==> src/hdl/bis_pkg.sv <==
// ----------------------------------------------------------------------------
// bis_pkg: shared types and constants for the bounded identifier set
// Request and response payloads, per-cell control, sizing constants.
// ----------------------------------------------------------------------------
package bis_pkg;

  localparam int CAPACITY = 16;
  localparam int ID_BITS  = 32;
  localparam int CNT_W    = $clog2(CAPACITY + 1);

  localparam logic [ID_BITS-1:0] NO_ID = {ID_BITS{1'b1}};

  typedef enum logic [1:0] {
    OP_ADD  = 2'd0,
    OP_DEL  = 2'd1,
    OP_FIND = 2'd2,
    OP_READ = 2'd3
  } op_e;

  typedef struct packed {
    op_e         opcode;
    logic [31:0] ident;
    logic [3:0]  slot;
  } req_t;

  typedef struct packed {
    logic        ok;
    logic [31:0] ident_out;
    logic [4:0]  count;
  } rsp_t;

  typedef struct packed {
    logic add_en;
    logic del_en;
  } cell_ctl_t;

endpackage

==> src/hdl/bis_cell.sv <==
// ----------------------------------------------------------------------------
// bis_cell: one storage cell of the identifier chain
// Holds one entry, compares it to the request id, passes the match chain
// upward and on delete takes the entry of its upper neighbor.
// ----------------------------------------------------------------------------
module bis_cell (
  input  logic                         clk_i,
  input  logic                         rst_ni,
  input  bis_pkg::cell_ctl_t           ctl_i,
  input  logic                         wr_sel_i,
  input  logic [bis_pkg::ID_BITS-1:0]  id_i,
  input  logic [bis_pkg::ID_BITS-1:0]  upper_i,
  input  logic                         hit_below_i,
  output logic                         hit_chain_o,
  output logic [bis_pkg::ID_BITS-1:0]  entry_o
);

  logic [bis_pkg::ID_BITS-1:0] entry_q, entry_d;
  logic                        hit;

  assign hit         = (entry_q == id_i);
  assign hit_chain_o = hit_below_i | hit;
  assign entry_o     = entry_q;

  always_comb begin
    entry_d = entry_q;
    if (ctl_i.add_en && wr_sel_i) begin
      entry_d = id_i;
    end else if (ctl_i.del_en && hit_chain_o) begin
      entry_d = upper_i;
    end
  end

  always_ff @(posedge clk_i or negedge rst_ni) begin
    if (!rst_ni) begin
      entry_q <= bis_pkg::NO_ID;
    end else begin
      entry_q <= entry_d;
    end
  end

endmodule

==> src/hdl/bounded_id_set.sv <==
// ----------------------------------------------------------------------------
// bounded_id_set: fixed-capacity identifier set in a chain of cells
// A request taken in idle is registered; all cells compare and shift in the
// execute state, and the response follows with done_o high in the cycle after
// it. busy is high in execute, when start is ignored. The receiver cannot
// stall. Reset clears the count and sets every entry to no-id at once.
// ----------------------------------------------------------------------------
module bounded_id_set (
  input  logic          clk_i,
  input  logic          rst_ni,
  input  logic          start,
  output logic          busy,
  input  bis_pkg::req_t req_i,
  output logic          done_o,
  output bis_pkg::rsp_t rsp_o
);

  typedef enum logic {
    ST_IDLE,
    ST_EXEC
  } state_e;

  state_e                      state_q;
  bis_pkg::req_t               req_q;
  logic [bis_pkg::CNT_W-1:0]   fill_q, fill_d;
  logic                        done_q;
  bis_pkg::rsp_t               rsp_q, rsp_d;

  logic [bis_pkg::ID_BITS-1:0] id;
  logic                        id_valid;
  logic                        found;
  logic                        add_ok, del_ok, find_ok, read_ok;
  logic [bis_pkg::ID_BITS-1:0] rd_data;
  bis_pkg::cell_ctl_t          ctl;

  logic [bis_pkg::CAPACITY:0]     hit_chain;
  logic [bis_pkg::CAPACITY-1:0]   wr_sel;
  logic [bis_pkg::ID_BITS-1:0]    entry [bis_pkg::CAPACITY];
  logic [bis_pkg::ID_BITS-1:0]    upper [bis_pkg::CAPACITY];

  assign id        = req_q.ident[bis_pkg::ID_BITS-1:0];
  assign id_valid  = (id != bis_pkg::NO_ID);
  assign found     = hit_chain[bis_pkg::CAPACITY];
  assign hit_chain[0] = 1'b0;

  assign add_ok  = (state_q == ST_EXEC) && (req_q.opcode == bis_pkg::OP_ADD) && id_valid
                   && (int'(fill_q) < bis_pkg::CAPACITY) && !found;
  assign del_ok  = (state_q == ST_EXEC) && (req_q.opcode == bis_pkg::OP_DEL) && id_valid
                   && found;
  assign find_ok = (req_q.opcode == bis_pkg::OP_FIND) && id_valid && found;
  assign read_ok = (req_q.opcode == bis_pkg::OP_READ) && (int'(req_q.slot) < int'(fill_q));

  assign ctl.add_en = add_ok;
  assign ctl.del_en = del_ok;

  for (genvar i = 0; i < bis_pkg::CAPACITY; i++) begin : g_cell
    assign wr_sel[i] = (int'(fill_q) == i);
    if (i == bis_pkg::CAPACITY - 1) begin : g_top
      assign upper[i] = bis_pkg::NO_ID;
    end else begin : g_mid
      assign upper[i] = entry[i+1];
    end

    bis_cell u_cell (
      .clk_i       (clk_i),
      .rst_ni      (rst_ni),
      .ctl_i       (ctl),
      .wr_sel_i    (wr_sel[i]),
      .id_i        (id),
      .upper_i     (upper[i]),
      .hit_below_i (hit_chain[i]),
      .hit_chain_o (hit_chain[i+1]),
      .entry_o     (entry[i])
    );
  end

  always_comb begin
    rd_data = bis_pkg::NO_ID;
    for (int i = 0; i < bis_pkg::CAPACITY; i++) begin
      if (int'(req_q.slot) == i) begin
        rd_data = entry[i];
      end
    end
  end

  always_comb begin
    fill_d = fill_q;
    if (add_ok) begin
      fill_d = fill_q + 1'b1;
    end else if (del_ok) begin
      fill_d = fill_q - 1'b1;
    end
    rsp_d.ok        = add_ok | del_ok | find_ok | read_ok;
    rsp_d.ident_out = read_ok ? rd_data[31:0] : 32'hFFFF_FFFF;
    rsp_d.count     = 5'(fill_d);
  end

  always_ff @(posedge clk_i or negedge rst_ni) begin
    if (!rst_ni) begin
      state_q <= ST_IDLE;
      fill_q  <= '0;
      done_q  <= 1'b0;
    end else begin
      done_q <= 1'b0;
      unique case (state_q)
        ST_IDLE: begin
          if (start) begin
            state_q <= ST_EXEC;
          end
        end
        ST_EXEC: begin
          fill_q  <= fill_d;
          done_q  <= 1'b1;
          state_q <= ST_IDLE;
        end
        default: state_q <= ST_IDLE;
      endcase
    end
  end

  always_ff @(posedge clk_i) begin
    if (start && (state_q == ST_IDLE)) begin
      req_q <= req_i;
    end
    if (state_q == ST_EXEC) begin
      rsp_q <= rsp_d;
    end
  end

  assign busy   = (state_q == ST_EXEC);
  assign done_o = done_q;
  assign rsp_o  = rsp_q;

  a_accept_exec : assert property (@(posedge clk_i) disable iff (!rst_ni)
    (start && !busy) |=> busy)
    else $error("accepted request did not enter execute");

  a_exec_done : assert property (@(posedge clk_i) disable iff (!rst_ni)
    busy |=> (done_o && !busy))
    else $error("execute cycle did not produce a response");

  a_fill_range : assert property (@(posedge clk_i) disable iff (!rst_ni)
    int'(fill_q) <= bis_pkg::CAPACITY)
    else $error("fill count beyond capacity");

  a_fill_step : assert property (@(posedge clk_i) disable iff (!rst_ni)
    (!busy) |=> $stable(fill_q))
    else $error("fill count changed outside execute");

endmodule
==> config.mk <==
export PLATFORM = sky130hd
export DESIGN_NAME = bounded_id_set
export DESIGN_NICKNAME = d
export VERILOG_FILES = /design/src/hdl/bis_pkg.sv /design/src/hdl/bis_cell.sv /design/src/hdl/bounded_id_set.sv
export SDC_FILE = /design/constraint.sdc
export NUM_CORES = 2
export LEC_CHECK = 0
export ABC_AREA = 0
export BUFFER_PORTS_ARGS = -buffer_cell sky130_fd_sc_hd__buf_2
export CORE_ASPECT_RATIO = 1.5
export CORE_MARGIN = 3
export CORE_UTILIZATION = 58
export CTS_BUF_LIST = sky130_fd_sc_hd__clkbuf_8
export DETAILED_ROUTE_END_ITERATION = 12
export PLACE_DENSITY = 0.78
export SLEW_MARGIN = 0
export SYNTH_ARGS = -nofsm -noshare
export SYNTH_HDL_FRONTEND = slang
export SYNTH_SLANG_ARGS = --single-unit
==> constraint.sdc <==
create_clock -name clk_i -period 4.3 [get_ports clk_i]
set_input_delay 0.86 -clock clk_i [delete_from_list [all_inputs] [get_ports clk_i]]
set_output_delay 0.86 -clock clk_i [all_outputs]
set_load 0.02 [all_outputs]
==> key figures <==
Status
  – Run status: finished, final reports clean

Clocking
  – Post-CTS Hold Buffers: 0
  – Worst-path clk slew: 0.07 ns
  – Post-CTS Setup Bufs: 0
  – CTS Sinks: 595
  – CTS Root Cell: clkbuf_8
  – Clock tree buffer depth: 3
  – CTS tree: done
  – Total CTS buffers: 94
  – Clock Latency Late Sink: 0.80 ns
  – H-tree Lvls: 3

Synthesis
  – Synth Area per Inst: 10.10 um2
  – Yosys reg bits: 595
  – Synth Net Count: 3631
  – Synthesized instance count: 3581
  – FFs w/ async S/R, synth: 87.23%
  – Mapped Area: 36160 um2
  – Synth unique cells: 70
  – Primary FF master, synth: dfstp_2
  – Number of synthesized flops with an enable pin: 76
  – Synthesis Warnings: 0
  – Register area share after synthesis: 43.99%

Route
  – DRC viols: 0
  – Via density: 7.111
  – WL/cell: 33.86 um
  – Pre-antenna DRT Iters: 6
  – Vias post-DR: 32220
  – Antenna viol nets, final: 0
  – Drt initial violations: 4186
  – Drt total wl: 153400 um

STA
  – Final hold viol count: 0
  – Final setup fails: 0
  – Clock Skews: 0.05582 ns
  – Slew Limit Headroom: 13.36%
  – Final Max Tran Viols: 0
  – Final worst-path cycle share: 99.97%
  – Setup_tns: 0 ns
  – Least-Margin Pin Slew: 1.288 ns
  – FMAX: 232.6 MHz
  – Crit path time final: 4.299 ns
  – Setup repair after global routing missed its margin: true

Pwr
  – Total power draw: 20.16 mW
  – Max rail drop VDD: 0.3849 mV
  – Pwr dens: 498.4 nW/um2
  – Static Leak: 16.79 nW

Worst setup path
  – Worst r2r src: id[19]$_DFFE_PP_
  – Worst flop-to-flop path endpoint: g_cell[4].u_cell.entry_o[11]$_DFFE_PN1P_
  – Critical path capture point type: flop
  – Setup crit end: g_cell[4].u_cell.entry_o[11]$_DFFE_PN1P_
  – Reg2reg path depth: 10
  – Worst-path cell chain: buf_4, xnor2_1, nand4_1, nor4_1, nand2_1, or3b_4, nor3_4, and2_0, buf_4, o21ai_0
  – Crit start category: flop
  – CP top delay family: simple AND/OR/NAND/NOR gates
  – Critical path depth in cells: 10
  – CP peak stage delay: 0.68 ns
  – WP buf/inv: 2
  – Most used cell, CP: buf_4
  – Crit path DAT: 4.98 ns
  – Worst Path Required: 4.98 ns
  – Reg-to-reg slack, setup: 0.001 ns
  – Crit-path slowest cell: edfxtp_1
  – Critical Path Source: id[19]$_DFFE_PP_
  – Crit Path Class: reg -> reg
  – Largest fanout on the critical path: 14

Die
  – Top-Level Pins: 81
  – Die Area: 65450 um2
  – Initial Util: 58.91%
  – Chip width: 209.9 um
  – Row cnt: 111
  – Core area: 61390 um2
  – Die H: 311.8 um

GRT
  – Total global-route track usage: 46.38%
  – First-pass GRT wire length: 220400 um
  – Initial antenna violation count: 3
  – Vias in the first global route: 31710
  – Largest net degree at the start of global routing: 99
  – Grt ovf: 0

Finish
  – Post-route cell area: 40450 um2
  – Total Nets Final: 3708
  – Area Overhead vs Synth: 11.84%
  – Most common cell after layout, fill and taps aside: dfstp_2
  – Commonest non-fill, non-tap cells in the layout: dfstp_2, xnor2_1, nand2_1
  – Fillers: 5006
  – Fraction of layout cells with a size suffix above 1: 27.98%

Placed design
  – Hpwl dp: 112300 um
  – Number of port buffers: 80
  – DP Area: 38500 um2
  – RD Place Congestion: 1.110

Hold path
  – Min-Delay Path Class: in -> reg

Flow run
  – Max Cap Viol: 0
==> final cells by class <==
type | count | area [um2] | area share, %
repair buffers | 304 | 2705 | 6.688
well taps | 791 | 989.7 | 2.447
diodes | 5 | 12.51 | 0.03093
inverters | 138 | 518.0 | 1.281
multi-input cells | 2525 | 18450 | 45.62
flip-flops and latches | 595 | 15910 | 39.34
clock buffers | 109 | 1500 | 3.709
clock inverters | 64 | 359.1 | 0.8878
==> cells in the mapped netlist, drive strengths merged (122+ instances only) <==
| cell | instances | area (um2) |
|---|---|---|
| a221o | 133 | 1331 |
| buf | 122 | 818.3 |
| clkbuf | 201 | 754.5 |
| dfstp | 512 | 13450 |
| inv | 136 | 510.5 |
| mux2i | 202 | 2022 |
| nand2 | 212 | 798.3 |
| nor2 | 144 | 543.0 |
| o21ai | 173 | 865.8 |
| o22ai | 135 | 844.6 |
| xnor2 | 326 | 2855 |
| xor2 | 192 | 1682 |
==> where the power goes <==
part           internal (mW)  total (mW)  switching (mW)
combinational           2.34        5.78            3.44
sequential              7.77        9.39            1.62
clock                   2.49        4.99            2.50
==> cells by family (layout without fill, tap and decap cells) <==
| group | after synthesis | count (layout) | synth area share [%] |
|---|---|---|---|
| flip-flops | 595 | 595 | 43.99 |
| AND/OR/NAND/NOR | 785 | 785 | 10.89 |
| AO/OA/AOI/OAI | 974 | 974 | 19.68 |
| other | 0 | 5 | 0 |
| multiplexers | 239 | 239 | 6.805 |
| adder cells (fa/ha/maj) | 9 | 9 | 0.3114 |
| XOR/XNOR | 518 | 518 | 12.54 |
| buffers and inverters | 461 | 615 | 5.781 |
==> metal layers <==
layer / part of all wire, % / wire [um] / track usage [%]
met2: 44 / 67310 / 69.95
met1: 32 / 49820 / 51.44
met3: 10 / 15410 / 12.21
met4: 14 / 20860 / 47.22
met5: 0 / 0 / 0.8246
==> worst register-to-register path, cell delays in order, from the launching register on <==
cell and delay [ns]:
edfxtp_1 0.68, buf_4 0.31, xnor2_1 0.66, nand4_1 0.27, nor4_1 0.45, nand2_1 0.24, or3b_4 0.50, nor3_4 0.12
and2_0 0.41, buf_4 0.32, o21ai_0 0.22
==> worst min-delay path by stage <==
| stage | start | end | slack [ns] | cells past startpoint |
|---|---|---|---|---|
| floorplan | g_cell[10].u_cell.entry_o[6]$_DFFE_PN1P_ | g_cell[10].u_cell.entry_o[6]$_DFFE_PN1P_ | 0.49 | 2 |
| global placement | g_cell[10].u_cell.entry_o[6]$_DFFE_PN1P_ | g_cell[10].u_cell.entry_o[6]$_DFFE_PN1P_ | 0.51 | 2 |
| detailed placement | g_cell[10].u_cell.entry_o[6]$_DFFE_PN1P_ | g_cell[10].u_cell.entry_o[6]$_DFFE_PN1P_ | 0.52 | 2 |
| CTS | req_i[14] | id[10]$_DFFE_PP_ | 0.24 | 1 |
| global route | req_i[15] | id[11]$_DFFE_PP_ | 0.22 | 1 |
| finish | req_i[14] | id[10]$_DFFE_PP_ | 0.23 | 1 |
==> metrics by stage <==
| step | util, % | setup slack, ns | hold WS [ns] | cells |
|---|---|---|---|---|
| 2_1_floorplan | - | 0.9915 | 0.4875 | 3581 |
| 3_3_place_gp | 62.72 | 0.3336 | 0.5100 | 4353 |
| 3_5_place_dp | 62.72 | 0.2332 | 0.5225 | 4353 |
| 4_1_cts | 65.75 | 0.1997 | 0.2410 | 4526 |
| 5_1_grt | 65.87 | -0.01201 | 0.2210 | 4527 |
| 6_report | 65.89 | 0.001361 | 0.2305 | 4531 |
==> timing repair <==
action,CTS,global route
gates resized for setup,0,10
hold endpoints to repair,0,0
endpoints found under the setup margin,0,82
==> registers in the layout, summed over array words and instances (netlist names) <==
signal / cells
req_q: 6
busy: 1
done_o: 1
id: 32
fill_q: 5
g_cell.u_cell.entry_o: 512
rsp_o: 38
Power figures use the tool's default switching activity.
